[src/hw/rtl/iltm_pkg.sv]
`default_nettype none

package iltm_pkg;

  // event codes on the func field
  localparam logic [2:0] FUNC_TICK     = 3'd0;
  localparam logic [2:0] FUNC_RD_BEGIN = 3'd1;
  localparam logic [2:0] FUNC_RD_END   = 3'd2;
  localparam logic [2:0] FUNC_WR_BEGIN = 3'd3;
  localparam logic [2:0] FUNC_WR_END   = 3'd4;
  localparam logic [2:0] FUNC_UPDATE   = 3'd5;

  // result kinds
  localparam logic [1:0] KIND_GRANT  = 2'd0;
  localparam logic [1:0] KIND_NOSLOT = 2'd1;
  localparam logic [1:0] KIND_REPORT = 2'd2;

  // report item codes
  localparam logic [3:0] ITEM_RD_MBS  = 4'd0;
  localparam logic [3:0] ITEM_WR_MBS  = 4'd1;
  localparam logic [3:0] ITEM_RD_AVG  = 4'd2;
  localparam logic [3:0] ITEM_WR_AVG  = 4'd3;
  localparam logic [3:0] ITEM_RD_IOPS = 4'd4;
  localparam logic [3:0] ITEM_WR_IOPS = 4'd5;
  localparam logic [3:0] ITEM_QD_NOW  = 4'd6;
  localparam logic [3:0] ITEM_QD_PEAK = 4'd7;
  localparam logic [3:0] ITEM_RD_MIN  = 4'd8;
  localparam logic [3:0] ITEM_WR_MIN  = 4'd9;
  localparam logic [3:0] ITEM_RD_MAX  = 4'd10;
  localparam logic [3:0] ITEM_WR_MAX  = 4'd11;
  localparam logic [3:0] ITEM_LAST    = ITEM_WR_MAX;

  // update job sequence: two averages, then one job per report item
  localparam logic [3:0] JOB_FIRST_ITEM = 4'd2;
  localparam logic [3:0] JOB_LAST       = JOB_FIRST_ITEM + ITEM_LAST;

  // configuration register indexes
  localparam int unsigned CFG_INDEX_BITS = 2;
  localparam logic [CFG_INDEX_BITS-1:0] CFG_TPS     = 2'd0;
  localparam logic [CFG_INDEX_BITS-1:0] CFG_MIN_INT = 2'd1;
  localparam logic [CFG_INDEX_BITS-1:0] CFG_HALVE   = 2'd2;

  // arithmetic constants
  localparam logic [63:0] LAT_SCALE   = 64'd256000;
  localparam logic [3:0]  RATE_SHIFT  = 4'd12;
  localparam logic [7:0]  PENDING_MAX = 8'hFF;

  // front-to-back queue
  localparam int unsigned QUEUE_DEPTH = 4;
  localparam int unsigned QPTR_BITS   = $clog2(QUEUE_DEPTH);

  // multiply-divide unit
  localparam int unsigned DIV_STEPS = 128;
  localparam int unsigned DCNT_BITS = $clog2(DIV_STEPS);

  typedef enum logic [2:0] {
    OP_TICK,
    OP_BEGIN,
    OP_END,
    OP_UPDATE,
    OP_NONE
  } op_t;

  typedef struct packed {
    op_t         op;
    logic        dir;      // 0 read, 1 write
    logic        slot_ok;  // slot index within range
    logic [7:0]  slot;
    logic [31:0] bytes;
    logic [63:0] tr;
    logic [63:0] tw;
  } entry_t;

  typedef struct packed {
    logic        start;
    logic [63:0] a;
    logic [63:0] b;
    logic [63:0] c;
    logic [3:0]  sh;
  } md_req_t;

  typedef enum logic [3:0] {
    ST_IDLE,
    ST_END_CALC,
    ST_END_ACC,
    ST_END_HALVE,
    ST_UPD_CHECK,
    ST_UPD_GATE,
    ST_UPD_SETUP,
    ST_UPD_START,
    ST_UPD_WAIT,
    ST_UPD_EMIT
  } back_state_t;

  typedef enum logic [1:0] {
    MD_IDLE,
    MD_MUL,
    MD_DIV,
    MD_DONE
  } md_state_t;

endpackage

`default_nettype wire

[src/hw/rtl/iltm_queue.sv]
`default_nettype none

module iltm_queue (
  input  wire logic              clk,
  input  wire logic              rst,
  input  wire logic              push,
  input  wire iltm_pkg::entry_t  wr_entry,
  input  wire logic              pop,
  output logic                   full,
  output logic                   nonempty,
  output iltm_pkg::entry_t       head
);

  localparam int unsigned PB = iltm_pkg::QPTR_BITS;

  iltm_pkg::entry_t   mem [iltm_pkg::QUEUE_DEPTH];
  logic [PB-1:0]      wptr;
  logic [PB-1:0]      rptr;
  logic [PB:0]        count;

  assign full     = (count == (PB+1)'(iltm_pkg::QUEUE_DEPTH));
  assign nonempty = (count != '0);
  assign head     = mem[rptr];

  // storage
  always_ff @(posedge clk) begin
    if (push) begin
      mem[wptr] <= wr_entry;
    end
  end

  // pointers and fill level
  always_ff @(posedge clk) begin
    if (rst) begin
      wptr  <= '0;
      rptr  <= '0;
      count <= '0;
    end else begin
      if (push) begin
        wptr <= wptr + 1'b1;
      end
      if (pop) begin
        rptr <= rptr + 1'b1;
      end
      case ({push, pop})
        2'b10:   count <= count + 1'b1;
        2'b01:   count <= count - 1'b1;
        default: count <= count;
      endcase
    end
  end

endmodule

`default_nettype wire

[config.mk]
export PLATFORM = sky130hd
export DESIGN_NAME = iltm_queue
export DESIGN_NICKNAME = d
export VERILOG_FILES = /design/src/hw/rtl/iltm_pkg.sv /design/src/hw/rtl/iltm_queue.sv
export SDC_FILE = /design/constraint.sdc
export NUM_CORES = 1
export LEC_CHECK = 0
export BUFFER_PORTS_ARGS = -buffer_cell sky130_fd_sc_hd__buf_2
export CAP_MARGIN = 10
export CORE_UTILIZATION = 30
export CTS_CLUSTER_DIAMETER = 120
export DETAILED_ROUTE_END_ITERATION = 7
export MAX_ROUTING_LAYER = met4
export PLACE_DENSITY = 0.55
export SLEW_MARGIN = 20
export SYNTH_ARGS = -nofsm -noshare
export SYNTH_HDL_FRONTEND = slang
export SYNTH_SLANG_ARGS = --single-unit
export TNS_END_PERCENT = 1
[constraint.sdc]
create_clock -name clk -period 5.05 [get_ports clk]
set_clock_uncertainty 0.05 [all_clocks]
set_input_delay 0 -clock clk [delete_from_list [all_inputs] [get_ports clk]]
set_output_delay 0 -clock clk [all_outputs]
set_load 0.02 [all_outputs]
### After elaboration in Yosys (flattened, before gate mapping)

Memories as Yosys holds them, arrays and structs flattened. A register that Yosys moved wholly into a read port is not among the register bits.
Cells that the tools add are included.

| word-level totals | value |
|---|---|
| memories | 1 |
| register bits after elaboration | 7 |
| memory bits (writable) | 692 |
| input bits | 177 |

| cells by class | value |
|---|---|
| multiplexer cells | 5 |
| eq/ne operators | 3 |
| reductions and logical operators | 2 |
| add/sub/neg operators | 4 |

Memories:

| memory | depth | bits a word | read ports | clocked after Yosys merged registers in | wr ports | RTL line | text |
|---|---|---|---|---|---|---|---|
| mem | 4 | 173 | 1 | 1 | 1 | iltm_queue.sv:16 | `iltm_pkg::entry_t mem [iltm_pkg::QUEUE_DEPTH];` |

Operators by type and width:

| cell | count |
|---|---|
| $pmux 3 s2 | 1 |
| $add 2x1->2 const B | 2 |
| $mux 2 | 2 |
| $add 3x1->3 const B | 1 |
| $eq 3x3->1 const B | 1 |
| $reduce_bool 3->1 | 1 |
| $sub 3x1->3 const B | 1 |
| $eq 2x1->1 const B | 1 |
| $eq 2x2->1 const B | 1 |
| $mux 1 | 2 |
| $reduce_bool 2->1 | 1 |

### Logic depth before layout (Yosys ltp)

| depth | value |
|---|---|
| depth in word-level cells | 3 |
| gate-level depth with buffers | 7 |
| gate-level depth less buffers | 7 |

### Worst setup path before layout

Ideal clock, no wire load.

| timing | value |
|---|---|
| path type | register to register |
| start point | register wptr[0] |
| end point | memory mem[0][0] (netlist bit), enable pin |
| arrival | 4.487 ns |
| setup time | 0.553 ns |
| data required time | 4.447 ns |
| path buffers | 0 |
| period minus slack after synthesis | 5.091 ns |
| path slack | -0.041 ns |
| cell stages (with the launch flop) | 4 |
| path through | dfxtp_1 inv_1 ha_1 and2_1 |

RTL lines:

| what | RTL line | text |
|---|---|---|
| start, declared | iltm_queue.sv:17 | `logic [PB-1:0] wptr;` |
| start signal, assigned | iltm_queue.sv:40 | `wptr <= wptr + 1'b1;` |
| end, declared | iltm_queue.sv:16 |  |

No word-level cell before the write port.

==> flow_metrics.tcl <==
set metrics [dict create \
    status "finished clean" \
    p_per_area_nw_per_um2 418 \
    multi_input_area_um2 4140 \
    grt_usage_pct 12.7 \
    post-route-util_pct 39.2 \
    fin_crit_ns 3.00 \
    placed_cells 2411 \
    io_buffers 351 \
    cp_max_fo 85 \
    clk_path_buf_depth 3 \
    std_cell_rows 106 \
    worst_pin_slew_ns 1.06 \
    dp_hpwl_mm 30.7 \
    area_delta_synth_final_pct 29.1 \
    cts_resized 0 \
    mostFrequentLayoutCells "edfxtp_1 (692), buf_2 (351), dlygate4sd3_1 (177)" \
    fmax_ghz 0.333 \
    crit_path_end_kind "primary output" \
    gp_congestion 0.709 \
    grt_max_degree 100 \
    io_pins 352 \
    grt_first_pass_wirelength_mm 79.6 \
    via_per_inst 4.40 \
    finalSetupViolCount 0 \
    wl_met2_mm 26.2 \
    ys_ff_latch 701 \
    cp-start-kind "flop" \
    max_slew_margin_pct 29.4 \
    finalWirelength_mm 53.3 \
    ir_drop_mv 0.289 \
    grt_antenna_before_repair 6 \
    cts_max_level 3 \
    clkTransAtPathRegs_ns 0.06 \
    rsz0062_at_grt "no" \
    cp.arrival_ns 2.95 \
    met1_length_mm 22.7 \
    instances_no_fill 2731 \
    mostFrequentLayoutCell "edfxtp_1" \
    p_leak_nw 10.9 \
    synth_seq_area_share_pct 82.5 \
    grt_pass1_vias 13300 \
    drive_gt1_share_pct 40.9 \
    avgSynthCellArea_um2 26.7 \
    design.die.area_um2 85900 \
    syn-num-nets 1133 \
    seq_area_um2 21000 \
    first_iter_violations 637 \
    r2r-start "wptr[0]" \
    critPathRequiredTime_ns 5.00 \
    r2r_slack_ns 2.69 \
    cts_root_buf "clkbuf_16" \
    ys_types 20 \
    hold_path_class "input pin to flop" \
    drc 0 \
    r2r_end "mem[0][3]" \
    dr_wl_met3_mm 3.20 \
    ant_nets 0 \
    cts_tree "yes" \
    ys_warn_count 0 \
    netlist_instances 950 \
    cts_sinks 701 \
    synth_area_um2 25400 \
    cts_made_buffers 78 \
    nets 1717 \
    timing.final.crit_share_pct 59.5 \
    maxCapViolCount 0 \
    routed.top_layer "met4" \
    crit_type "flop to primary output" \
    wl_per_cell_um 19.5 \
    fillerInstances 7471 \
    power_mw 13.7 \
    post-cts-setup-buffers 0 \
    die_x_um 293 \
    finalMaxSlewViolations 0 \
    overflow 0 \
    vias 12000 \
    endpoint "head[168]" \
    hold_viol_final 0 \
    r2r_cells 4 \
    clk_latency_ns 0.62 \
    core_um2 83700 \
    start_util_pct 30.4 \
    hold_buffers 177 \
    first_pass_iters 5 \
    die_y_um 293 \
]
-- per-layer routing --
metal	GRT usage, %	up-vias
met5	-	-
met4	3.91	0
met3	3.02	79
met2	20.6	329
met1	15.7	6314
li1	-	5305
-- sequential cells by signal, indices dropped and copies added (netlist names), named ones only --
register,flops
mem,692
count,3
wptr,2
rptr,2
-- report_power, final --
part	leakage, nW	total (mW)	switching, mW	internal [mW]
sequential	6.43	6.78	0.0863	6.69
clock	1.21	5.45	2.22	3.23
combinational	3.31	1.48	0.848	0.629
-- area by class of cell --
type	instances	area share, %
Clock inverter	40	1.31
Antenna cell	5	0.0381
Sequential cell	701	63.9
Tap cell	1134	4.32
Multi-Input combinational cell	204	12.6
Clock buffer	98	6.31
Timing Repair Buffer	543	11.4
Inverter	6	0.0686
-- cells by family (layout without fill, tap and decap cells) --
group                      Yosys count  after routing  synth area share (%)
muxes                              174            174                  15.4
other                                0              5                     0
and+or+nand+nor                     16             16                 0.305
xor gates and xnor gates             5              5                 0.172
buffers and inverters               45            687                  1.28
AOI/OAI and AO/OA                    3              3                0.0591
DFF                                701            701                  82.5
adders and majority gates            6              6                 0.325
-- worst min path at each step --
| stage | startpoint | endpoint | slack [ns] | depth (start not counted) |
|---|---|---|---|---|
| after global placement | wr_entry[172] | mem[3][172] | 0.16 | 1 |
| after floorplan | wr_entry[0] | mem[0][0] | 0.05 | 0 |
| final | wr_entry[90] | mem[2][90] | 0.08 | 2 |
| after detailed placement | wr_entry[121] | mem[3][121] | 0.17 | 1 |
| after CTS | wr_entry[90] | mem[2][90] | 0.02 | 2 |
| after global routing | wr_entry[117] | mem[0][117] | 0.05 | 2 |
-- metrics by stage --
| stage | setup WS [ns] | hold WS [ns] | area (um^2) | setup TNS (ns) |
|---|---|---|---|---|
| final | 2.05 | 0.0836 | 32800 | 0 |
| after global routing | 1.77 | 0.0540 | 32800 | 0 |
| after CTS | 1.80 | 0.0208 | 32800 | 0 |
| after detailed placement | 2.52 | 0.167 | 28500 | 0 |
| after global placement | 2.53 | 0.159 | 28500 | 0 |
| after floorplan | -0.0405 | 0.0489 | 25400 | -14.44 |
-- critical path: stages, from the launching register on --
cell,delay (ns)
dfxtp_4,0.79
buf_12,0.60
mux4_2,0.63
buf_2,0.18
-- cell usage after synthesis (all sizes together) --
cell    instances  share of area [%]
nand2           1              0.015
inv             6              0.089
and2            4              0.098
nor2            8               0.12
clkbuf          3              0.044
and3            1              0.025
edfxtp        692                 82
xor2            3               0.10
dfxtp           9               0.71
or3             2              0.049
ha              5               0.25
a21oi           2              0.039
xnor2           2              0.069
mux4          173                 15
mux2i           1              0.039
fa              1              0.079
buf            36                1.1
o21ai           1              0.020
(Power assumes the default switching activity.)
