==> config.mk <==
export PLATFORM = sky130hd
export DESIGN_NAME = iltm_front_flat
export DESIGN_NICKNAME = d
export VERILOG_FILES = /design/src/hw/rtl/iltm_pkg.sv /design/src/hw/rtl/iltm_event_if.sv /design/src/hw/rtl/iltm_front.sv /design/src/flat_wrapper.sv
export SDC_FILE = /design/constraint.sdc
export NUM_CORES = 1
export LEC_CHECK = 0
export ABC_AREA = 0
export BUFFER_PORTS_ARGS = -buffer_cell sky130_fd_sc_hd__buf_2
export CAP_MARGIN = 0
export CORE_AREA = 2 2 134 136
export DETAILED_ROUTE_END_ITERATION = 8
export DIE_AREA = 0 0 136 138
export PLACE_DENSITY_LB_ADDON = 0.08
export SLEW_MARGIN = 0
export SYNTH_ARGS = -nofsm -noshare
export SYNTH_HDL_FRONTEND = slang
export SYNTH_SLANG_ARGS = --single-unit
==> constraint.sdc <==
create_clock -name vclk -period 0.8
set_input_delay 0.04 -clock vclk [all_inputs]
set_output_delay 0.04 -clock vclk [all_outputs]
set_load 0.005 [all_outputs]
==> src/hw/rtl/iltm_pkg.sv <==
`default_nettype none

package iltm_pkg;

  // event codes on the func field
  localparam logic [2:0] FUNC_TICK     = 3'd0;
  localparam logic [2:0] FUNC_RD_BEGIN = 3'd1;
  localparam logic [2:0] FUNC_RD_END   = 3'd2;
  localparam logic [2:0] FUNC_WR_BEGIN = 3'd3;
  localparam logic [2:0] FUNC_WR_END   = 3'd4;
  localparam logic [2:0] FUNC_UPDATE   = 3'd5;

  // result kinds
  localparam logic [1:0] KIND_GRANT  = 2'd0;
  localparam logic [1:0] KIND_NOSLOT = 2'd1;
  localparam logic [1:0] KIND_REPORT = 2'd2;

  // report item codes
  localparam logic [3:0] ITEM_RD_MBS  = 4'd0;
  localparam logic [3:0] ITEM_WR_MBS  = 4'd1;
  localparam logic [3:0] ITEM_RD_AVG  = 4'd2;
  localparam logic [3:0] ITEM_WR_AVG  = 4'd3;
  localparam logic [3:0] ITEM_RD_IOPS = 4'd4;
  localparam logic [3:0] ITEM_WR_IOPS = 4'd5;
  localparam logic [3:0] ITEM_QD_NOW  = 4'd6;
  localparam logic [3:0] ITEM_QD_PEAK = 4'd7;
  localparam logic [3:0] ITEM_RD_MIN  = 4'd8;
  localparam logic [3:0] ITEM_WR_MIN  = 4'd9;
  localparam logic [3:0] ITEM_RD_MAX  = 4'd10;
  localparam logic [3:0] ITEM_WR_MAX  = 4'd11;
  localparam logic [3:0] ITEM_LAST    = ITEM_WR_MAX;

  // update job sequence: two averages, then one job per report item
  localparam logic [3:0] JOB_FIRST_ITEM = 4'd2;
  localparam logic [3:0] JOB_LAST       = JOB_FIRST_ITEM + ITEM_LAST;

  // configuration register indexes
  localparam int unsigned CFG_INDEX_BITS = 2;
  localparam logic [CFG_INDEX_BITS-1:0] CFG_TPS     = 2'd0;
  localparam logic [CFG_INDEX_BITS-1:0] CFG_MIN_INT = 2'd1;
  localparam logic [CFG_INDEX_BITS-1:0] CFG_HALVE   = 2'd2;

  // arithmetic constants
  localparam logic [63:0] LAT_SCALE   = 64'd256000;
  localparam logic [3:0]  RATE_SHIFT  = 4'd12;
  localparam logic [7:0]  PENDING_MAX = 8'hFF;

  // front-to-back queue
  localparam int unsigned QUEUE_DEPTH = 4;
  localparam int unsigned QPTR_BITS   = $clog2(QUEUE_DEPTH);

  // multiply-divide unit
  localparam int unsigned DIV_STEPS = 128;
  localparam int unsigned DCNT_BITS = $clog2(DIV_STEPS);

  typedef enum logic [2:0] {
    OP_TICK,
    OP_BEGIN,
    OP_END,
    OP_UPDATE,
    OP_NONE
  } op_t;

  typedef struct packed {
    op_t         op;
    logic        dir;      // 0 read, 1 write
    logic        slot_ok;  // slot index within range
    logic [7:0]  slot;
    logic [31:0] bytes;
    logic [63:0] tr;
    logic [63:0] tw;
  } entry_t;

  typedef struct packed {
    logic        start;
    logic [63:0] a;
    logic [63:0] b;
    logic [63:0] c;
    logic [3:0]  sh;
  } md_req_t;

  typedef enum logic [3:0] {
    ST_IDLE,
    ST_END_CALC,
    ST_END_ACC,
    ST_END_HALVE,
    ST_UPD_CHECK,
    ST_UPD_GATE,
    ST_UPD_SETUP,
    ST_UPD_START,
    ST_UPD_WAIT,
    ST_UPD_EMIT
  } back_state_t;

  typedef enum logic [1:0] {
    MD_IDLE,
    MD_MUL,
    MD_DIV,
    MD_DONE
  } md_state_t;

endpackage

`default_nettype wire

==> src/hw/rtl/iltm_event_if.sv <==
`default_nettype none

interface iltm_event_if;
  logic        valid;
  logic        ready;
  logic [2:0]  func;
  logic [7:0]  slot;
  logic [31:0] byte_count;
  logic [63:0] total_read;
  logic [63:0] total_written;

  modport source (output valid, func, slot, byte_count, total_read, total_written,
                  input ready);
  modport sink   (input valid, func, slot, byte_count, total_read, total_written,
                  output ready);
endinterface

`default_nettype wire

==> src/hw/rtl/iltm_front.sv <==
`default_nettype none

module iltm_front #(
  parameter int unsigned SLOT_COUNT = 8
) (
  iltm_event_if.sink         events,
  input  wire logic          full,
  output logic               push,
  output iltm_pkg::entry_t   entry
);

  // one beat per cycle while the queue has room
  assign events.ready = !full;
  assign push         = events.valid && !full;

  // decode func into operation and direction, range-check the slot
  always_comb begin
    entry.op      = iltm_pkg::OP_NONE;
    entry.dir     = 1'b0;
    entry.slot_ok = ({24'd0, events.slot} < 32'(SLOT_COUNT));
    entry.slot    = events.slot;
    entry.bytes   = events.byte_count;
    entry.tr      = events.total_read;
    entry.tw      = events.total_written;
    case (events.func)
      iltm_pkg::FUNC_TICK:     entry.op = iltm_pkg::OP_TICK;
      iltm_pkg::FUNC_RD_BEGIN: entry.op = iltm_pkg::OP_BEGIN;
      iltm_pkg::FUNC_RD_END:   entry.op = iltm_pkg::OP_END;
      iltm_pkg::FUNC_WR_BEGIN: begin
        entry.op  = iltm_pkg::OP_BEGIN;
        entry.dir = 1'b1;
      end
      iltm_pkg::FUNC_WR_END: begin
        entry.op  = iltm_pkg::OP_END;
        entry.dir = 1'b1;
      end
      iltm_pkg::FUNC_UPDATE:   entry.op = iltm_pkg::OP_UPDATE;
      default:                 entry.op = iltm_pkg::OP_NONE;
    endcase
  end

endmodule

`default_nettype wire

==> src/flat_wrapper.sv <==
// flat-port wrapper written by rule: the top's interface ports become plain ports
module iltm_front_flat 
#(
  parameter int unsigned SLOT_COUNT = 8
)
  (full, push, entry, events_valid, events_func, events_slot, events_byte_count, events_total_read, events_total_written, events_ready);
  iltm_event_if events_i ();
  input  wire logic full;
  output logic push;
  output iltm_pkg::entry_t entry;
  input wire logic [$bits(events_i.valid)-1:0] events_valid;
  input wire logic [$bits(events_i.func)-1:0] events_func;
  input wire logic [$bits(events_i.slot)-1:0] events_slot;
  input wire logic [$bits(events_i.byte_count)-1:0] events_byte_count;
  input wire logic [$bits(events_i.total_read)-1:0] events_total_read;
  input wire logic [$bits(events_i.total_written)-1:0] events_total_written;
  output wire logic [$bits(events_i.ready)-1:0] events_ready;
  assign events_i.valid = events_valid;
  assign events_i.func = events_func;
  assign events_i.slot = events_slot;
  assign events_i.byte_count = events_byte_count;
  assign events_i.total_read = events_total_read;
  assign events_i.total_written = events_total_written;
  assign events_ready = events_i.ready;
  iltm_front #(.SLOT_COUNT(SLOT_COUNT)) u_core (.events(events_i), .full(full), .push(push), .entry(entry));
endmodule
* After elaboration in Yosys (flattened, before gate mapping) *
Cells that the tools add are included.

word-level totals
  word-level logic and storage cells = 14
  input port bits = 173
  flip-flop bits (word level) = 0
  output and inout bits = 175

cells by class
  muxes and demuxes = 2
  order comparisons = 1
  eq/ne operators = 5
  reduce and logical (&&, ||, !) cells = 6

operators with widths
  cell                count
  $pmux 3 s4          1
  $lt 8x4->1 const B  1
  $eq 3x2->1 const B  2
  $eq 3x3->1 const B  2
  $reduce_or 2->1     3
  $eq 3x1->1 const B  1
  $logic_not 3->1     1
  $logic_and 1x1->1   1
  $logic_not 1->1     1
  $mux 1              1

* Logic depth before layout (Yosys ltp) *
Gate-level depths: netlist (run 1).

  word-level depth = 3
  gate-level depth with buffers = 2

* Worst setup path before layout (run 1) *
Ideal clock, no wire load.

  path kind = input to output
  start point = input port events_slot[6]
  end point = output port entry[168] in the netlist's numbering
  data required time = 0.760 ns
  arrival = 0.659 ns
  stages on the path = 2
  path buffers = 0
  slack = 0.101 ns
  cells stage by stage = or4_1 -> nor2_1

RTL lines
  item         RTL line            text
  from (decl)  flat_wrapper.sv:13  input wire logic [$bits(events_i.slot)-1:0] events_slot;
  to (decl)    flat_wrapper.sv:10  output iltm_pkg::entry_t entry;

==> impl_metrics.yaml, run 1 <==
synth:
  synth_compound_area_frac: 0.00472
  synth_top_family_by_area: "buffers and inverters"
  post_synth_and_or_nand_nor_area_fraction: 0.0330
  syn_area_mm2: 0.00133
  synth.top_cells.by_area: "buf_4, nor2b_1, mux2_2, nor2_1, or4_1"
  yosys_warnings: 0
  netlist_instances: 179
  synth_top_cell_by_area: "buf_4"
  seq_area_frac_synth: 0
  synthXorXnorAreaFrac: 0
  muxShareOfSynthArea: 0.00849
  synth_cell_types: 10
  syn_nets: 352
  yosys.area_share.adder: 0
  synth_top_area_share: 0.951
  syn_avg_cell_area_um2: 7.41
final_layout:
  drive_above_1_share: 0.778
  clock_buffers: 0
  multi_input_area_um2: 67.6
  fillers: 2132
  ff_latch_area_um2: 0
  num-nets-final: 211
  diodes: 0
  area_growth_pct: -62.5
  design.seq.count: 0
  design_area_um2: 497
  layout.cells.non_filler: 265
timing:
  clock.fmax_mhz: 1120
  setup_viol: 1
  rsz0062_at_grt: "true"
  worst_slew_pin_slew_ns: 0.119
  setup_ws_ns: -0.0917
  post-route-min-period_ns: 0.892
  slew_headroom: 0.921
  hold_viol: 0
  timing.hold.ws_ns: 0.0800
  drv_slew: 0
  fin_crit_sh: 1.11
min_path:
  hp-class: "in2out"
  hp-start: "events_total_written[0]"
  holdPathEnd: "entry[0]"
  worstHoldPathCells: 0
critical_path:
  cp-end-kind: "primary output"
  crit_family: "simple AND/OR/NAND/NOR gates"
  worstPathCellList: "buf_6 > or4_4 > nor2_2 > buf_2"
  start_kind: "input pin"
  critPathMaxFanout: 2
  worstSetupPathType: "in2out"
  cp_slowest_stage_delay_ns: 0.52
  crit_buf_inv: 2
  crit_path_top_delay_cell: "or4_4"
  cp.required_ns: 0.76
  critPathArrivalTime_ns: 0.85
flow_run:
  maxCapViolCount: 0
pwr:
  power_leakage_nw: 0.137
  peakVddDrop_uv: 45.2
  power.total_mw: 0.111
  power.density_mw_per_mm2: 224
global_routing:
  grt_pass1_vias: 552
  grt_pass1_wl_um: 3920
  grt-ovfl-total: 0
  antenna_found_initial: 0
  grt_use_total: 0.0298
  grt_max_degree: 6
floorplanning:
  core-area_mm2: 0.0175
  die_area_mm2: 0.0188
  die_h_um: 138
  start_util: 0.0756
  io_pins: 348
  fp-row-count: 49
  die_x_um: 136
place:
  dp_slack_ns: -0.147
  placed_cells: 265
  place_area_um2: 484
  io_buffers: 22
  routabilityCongestion: 0.501
drt:
  wirelength_um: 3390
  drt_iter0_markers: 6
  wire_per_inst_um: 12.8
  drc_errors: 0
  firstDrtPassIters: 4
  ant_nets: 0
  post_drt_via_cell_ratio: 1.69
  vias: 449
outcome:
  outcome: "finished, violations left"
  violations: "negative setup slack"
cts:
  hold_buffers: 0
routing by layer:
| layer | wire (µm) | track usage | vias to the layer above |
|---|---|---|---|
| met1 | 221 | 0.00311 | 124 |
| li1 | - | - | 87 |
| met2 | 1400 | 0.0439 | 130 |
| met4 | 816 | 0.0702 | 0 |
| met3 | 957 | 0.0315 | 108 |
| met5 | 0 | 0 | - |
where the power goes:
part | switching (mW) | total (mW) | internal (mW)
registers | 0 | 0 | 0
logic | 0.0474 | 0.111 | 0.0640
clock network | 0 | 0 | 0
total | 0.0474 | 0.111 | 0.0640
cell usage in the layout, fill, tap and decap left out:
cell type | synthesis | final
buf_2 | 0 | 21
buf_4 | 168 | 3
nor2b_1 | 2 | 2
nor2_1 | 2 | 1
mux2_2 | 1 | 1
and2_1 | 1 | 1
nand2_1 | 1 | 1
nand2b_1 | 1 | 1
o22ai_1 | 1 | 1
inv_1 | 1 | 1
or4_4 | 0 | 1
nor2_2 | 0 | 1
buf_6 | 0 | 1
kinds of logic (layout without fill, tap and decap cells):
| group | after synthesis | count (layout) |
|---|---|---|
| mux | 1 | 1 |
| simple gates | 8 | 8 |
| buf+inv | 169 | 26 |
| compound gates | 1 | 1 |
cell usage after synthesis:
| master | instances |
|---|---|
| buf_4 | 168 |
| nor2_1 | 2 |
| nor2b_1 | 2 |
| and2_1 | 1 |
| inv_1 | 1 |
| mux2_2 | 1 |
| nand2_1 | 1 |
| nand2b_1 | 1 |
| o22ai_1 | 1 |
| or4_1 | 1 |
stage by stage:
step / TNS (ns) / util
floorplan: 0 / -
global placement: -0.154 / 0.0276
detailed placement: -0.147 / 0.0276
CTS: -0.128 / 0.0282
global route: -0.141 / 0.0283
finish: -0.0917 / 0.0283
repair_timing:
item,4_1_cts,5_1_grt
resized for setup,2,1
hold endpoints to repair,0,0
buffers inserted,0,0
endpoints found under the setup margin,1,1
pin swaps,2,1
cell type report:
| type | count | share of cell area |
|---|---|---|
| Tap cell | 229 | 0.577 |
| Timing Repair Buffer | 25 | 0.280 |
| Multi-Input combinational cell | 10 | 0.136 |
| Inverter | 1 | 0.00756 |
how the worst max path moves through the flow:
stage / to / cells after the start / start
2_1_floorplan: entry[168] / 2 / events_slot[6]
3_3_place_gp: entry[168] / 4 / events_slot[6]
4_1_cts: entry[168] / 4 / events_slot[3]
5_1_grt: entry[168] / 4 / events_slot[3]
3_5_place_dp: entry[168] / 4 / events_slot[6]
6_report: entry[168] / 4 / events_slot[3]
Note: power is estimated with default switching activity, not from simulation.
==> inputs of run 2 (changes only) <==
--- a/config.mk
+++ b/config.mk
@@ -8,10 +8,9 @@
 export ABC_AREA = 0
 export BUFFER_PORTS_ARGS = -buffer_cell sky130_fd_sc_hd__buf_2
 export CAP_MARGIN = 0
-export CORE_AREA = 2 2 134 136
+export CORE_AREA = 2 2 136 138
 export DETAILED_ROUTE_END_ITERATION = 8
-export DIE_AREA = 0 0 136 138
-export PLACE_DENSITY_LB_ADDON = 0.08
+export DIE_AREA = 0 0 138 140
 export SLEW_MARGIN = 0
 export SYNTH_ARGS = -nofsm -noshare
 export SYNTH_HDL_FRONTEND = slang
==> constraint.sdc (replaced) <==
create_clock -name vclk -period 1
set_input_delay 0.05 -clock vclk [all_inputs]
set_output_delay 0.05 -clock vclk [all_outputs]
set_load 0.005 [all_outputs]
==> impl_metrics.yaml, run 2 (synthesis results as in run 1) <==
final_layout:
  diodes: 0
  area_growth_pct: -64.7
  design_area_um2: 468
  design.seq.count: 0
  num-nets-final: 208
  clock_buffers: 0
  drive_above_1_share: 0.758
  ff_latch_area_um2: 0
  fin_util: 0.0263
  final_common_cell: "buf_2"
  final_cell_mix: "buf_2, nor2b_1"
  layout.cells.non_filler: 262
timing:
  fin_crit_sh: 0.938
  slew_headroom: 0.900
  hold_viol: 0
  post-route-min-period_ns: 0.938
  finalSetupTns_ns: 0
  drv_slew: 0
  rsz0062_at_grt: "false"
  setup_viol: 0
  clock.fmax_mhz: 1070
  worst_slew_pin_slew_ns: 0.151
drt:
  wire_per_inst_um: 17.9
  drc_errors: 0
  vias: 435
  post_drt_via_cell_ratio: 1.66
  wirelength_um: 4680
  drt_iter0_markers: 17
  ant_nets: 0
  firstDrtPassIters: 2
critical_path:
  worstSetupPathType: "in2out"
  cp_slowest_stage_delay_ns: 0.52
  cp-startpoint: "events_slot[6]"
  cp-end-kind: "primary output"
  crit_buf_inv: 2
  crit_path_top_delay_cell: "or4_4"
  critPathArrivalTime_ns: 0.89
  path_common_cell: "buf_2"
  crit_family: "simple AND/OR/NAND/NOR gates"
  start_kind: "input pin"
  cp.required_ns: 0.95
  worstPathCellList: "buf_2 > or4_4 > nor2_2 > buf_2"
  critPathMaxFanout: 2
pwr:
  peakVddDrop_uv: 52.4
  power_leakage_nw: 0.120
  power.density_mw_per_mm2: 179
global_routing:
  grt_max_degree: 6
  grt-ovfl-total: 0
  grt_pass1_wl_um: 5380
  grt_pass1_vias: 541
  antenna_found_initial: 0
  grt_use_total: 0.0421
min_path:
  hp-class: "in2out"
  hp-start: "events_total_read[39]"
cts:
  post_cts_buffers: 0
floorplanning:
  die_h_um: 140
  die_x_um: 138
  core-area_mm2: 0.0178
  fp-row-count: 49
  die_area_mm2: 0.0193
  io_pins: 348
  start_util: 0.0746
place:
  io_buffers: 22
  dpl.hpwl_um: 4100
  routabilityCongestion: 0.443
  place_area_um2: 462
  placed_cells: 262
outcome:
  outcome: "finished, final reports clean"
flow_run:
  maxCapViolCount: 0
==> run 2: cell count changes in the layout (fill, tap and decap cells not counted), sizes merged <==
cell  before  now
buf       25   22
==> run 2: path summary, 6_finish.rpt <==
kind	to	slack, ns	cells past startpoint
setup / recovery	entry[168]	0.06	4
hold / removal	entry[103]	0.10	0
==> run 2: area by class of cell <==
class	count	area [µm²]
fill	2140	17300
tap	229	287
timing repair buffer	22	110
multi-input combinational	10	67.6
inverter	1	3.75
==> run 2: metal layers <==
layer  up-vias  global-route usage  part of all wire
li1         82                   -                 -
met3        70              0.0591              0.34
met5         -                   0                 0
met4         0              0.0575              0.14
met2       174              0.0672              0.44
met1       109             0.00949             0.085
==> run 2: power breakdown <==
part / total, mW / internal (mW) / switching, mW
Combinational: 0.0840 / 0.0419 / 0.0421
Clock: 0 / 0 / 0
Sequential: 0 / 0 / 0
Total: 0.0840 / 0.0419 / 0.0421
==> run 2: per-stage QoR <==
stage	setup slack [ns]	hold WS, ns	power (mW)
finish	0.0621	0.100	0.0840
global route	0.0352	0.100	0.0943
CTS	0.101	0.100	0.0863
detailed placement	0.0945	0.100	0.0860
global placement	0.104	0.100	0.0853
floorplan	0.281	0.127	0.563
==> run 2: timing repair <==
action	4_1_cts	5_1_grt
hold buffers	0	0
resized for setup	0	2
endpoints found under the setup margin	0	1
==> inputs of run 3 (changes only) <==
--- a/config.mk
+++ b/config.mk
@@ -7,10 +7,10 @@
 export LEC_CHECK = 0
 export ABC_AREA = 0
 export BUFFER_PORTS_ARGS = -buffer_cell sky130_fd_sc_hd__buf_2
-export CAP_MARGIN = 0
 export CORE_AREA = 2 2 136 138
 export DETAILED_ROUTE_END_ITERATION = 8
 export DIE_AREA = 0 0 138 140
+export PLACE_DENSITY = 0.38
 export SLEW_MARGIN = 0
 export SYNTH_ARGS = -nofsm -noshare
 export SYNTH_HDL_FRONTEND = slang
==> impl_metrics.yaml, run 3 (synthesis results as in run 1) <==
final_layout:
  layout.cells.non_filler: 262
  fin_util: 0.0261
  clock_buffers: 0
  area_growth_pct: -65.0
  final_common_cell: "buf_2"
  multi_input_area_um2: 63.8
  diodes: 0
  ff_latch_area_um2: 0
  drive_above_1_share: 0.727
  fillers: 2135
  design.seq.count: 0
  final_cell_mix: "buf_2, nor2b_1"
  num-nets-final: 208
critical_path:
  crit_path_top_delay_cell: "or4_1"
  crit_family: "simple AND/OR/NAND/NOR gates"
  crit_buf_inv: 2
  critPathArrivalTime_ns: 0.90
  worstPathCellList: "buf_2 > or4_1 > nor2_2 > buf_2"
  worstSetupPathType: "in2out"
  cp.required_ns: 0.95
  start_kind: "input pin"
  critPathMaxFanout: 2
  cp-end-kind: "primary output"
  cp_slowest_stage_delay_ns: 0.53
  path_common_cell: "buf_2"
timing:
  setup_ws_ns: 0.0489
  setup_viol: 0
  slew_headroom: 0.902
  finalSetupTns_ns: 0
  clock.fmax_mhz: 1050
  post-route-min-period_ns: 0.951
  rsz0062_at_grt: "false"
  drv_slew: 0
  fin_crit_sh: 0.951
  hold_viol: 0
  worst_slew_pin_slew_ns: 0.147
pwr:
  power.total_mw: 0.0760
  sw_frac_of_total: 0.464
  power_leakage_nw: 0.119
  intPower_mw: 0.0407
  seqPwrFrac: 0
  peakVddDrop_uv: 59.6
  clkPwrFrac: 0
  power.density_mw_per_mm2: 164
  combPwrFrac: 1.000
  power_switching_mw: 0.0352
drt:
  drc_errors: 0
  firstDrtPassIters: 2
  post_drt_via_cell_ratio: 1.72
  wire_per_inst_um: 15.3
  drt_iter0_markers: 5
  vias: 451
  ant_nets: 0
  wirelength_um: 4020
floorplanning:
  die_h_um: 140
  start_util: 0.0746
  core-area_mm2: 0.0178
  die_area_mm2: 0.0193
  io_pins: 348
  die_x_um: 138
  fp-row-count: 49
global_routing:
  grt_use_total: 0.0347
  grt_pass1_vias: 477
  antenna_found_initial: 0
  grt_max_degree: 6
  grt_pass1_wl_um: 4500
  grt-ovfl-total: 0
place:
  routabilityCongestion: 0.478
  placed_cells: 262
  dp_slack_ns: 0.0149
  io_buffers: 22
outcome:
  outcome: "finished, final reports clean"
min_path:
  holdPathEnd: "entry[116]"
  worstHoldPathCells: 0
  hp-start: "events_total_read[52]"
  hp-class: "in2out"
cts:
  post_cts_buffers: 0
flow_run:
  maxCapViolCount: 0
run 3: cell types whose count changed in the layout (fill, tap and decap cells not counted):
cell   before  now
or4_4       1    0
or4_1       0    1
run 3: repair_timing:
action	CTS	global route
gates resized for setup	0	1
endpoints found under the setup margin	0	1
hold buffers	0	0
endpoints found under the hold margin	0	0
run 3: worst max path at each step:
| stage | startpoint | to | cells after the start |
|---|---|---|---|
| detailed placement | events_slot[4] | entry[168] | 4 |
| CTS | events_slot[4] | entry[168] | 4 |
| global placement | events_slot[4] | entry[168] | 4 |
| finish | events_slot[6] | entry[168] | 4 |
| floorplan | events_slot[6] | entry[168] | 2 |
| global route | events_slot[6] | entry[168] | 4 |
run 3: area by class of cell:
cell class | count | area share
Tap cell | 229 | 0.617
Timing Repair Buffer | 22 | 0.237
Multi-Input combinational cell | 10 | 0.137
Inverter | 1 | 0.00809
run 3: metal layers:
metal	wire length, µm	global-route usage
met5	0	0
met4	701	0.0602
met3	1360	0.0492
met2	1610	0.0503
met1	345	0.00660
run 3: metrics by stage:
| stage | cell area (µm²) | hold WS (ns) |
|---|---|---|
| floorplan | 1330 | 0.127 |
| global placement | 462 | 0.100 |
| detailed placement | 462 | 0.100 |
| CTS | 462 | 0.100 |
| global route | 464 | 0.100 |
| finish | 464 | 0.100 |
run 3: power by group through the flow:
stage | logic, mW | registers, mW | clock network [mW]
after global placement | 0.0782 | 0 | 0
after detailed placement | 0.0783 | 0 | 0
after global routing | 0.0834 | 0 | 0
after floorplan | 0.563 | 0 | 0
after CTS | 0.0787 | 0 | 0
final | 0.0760 | 0 | 0
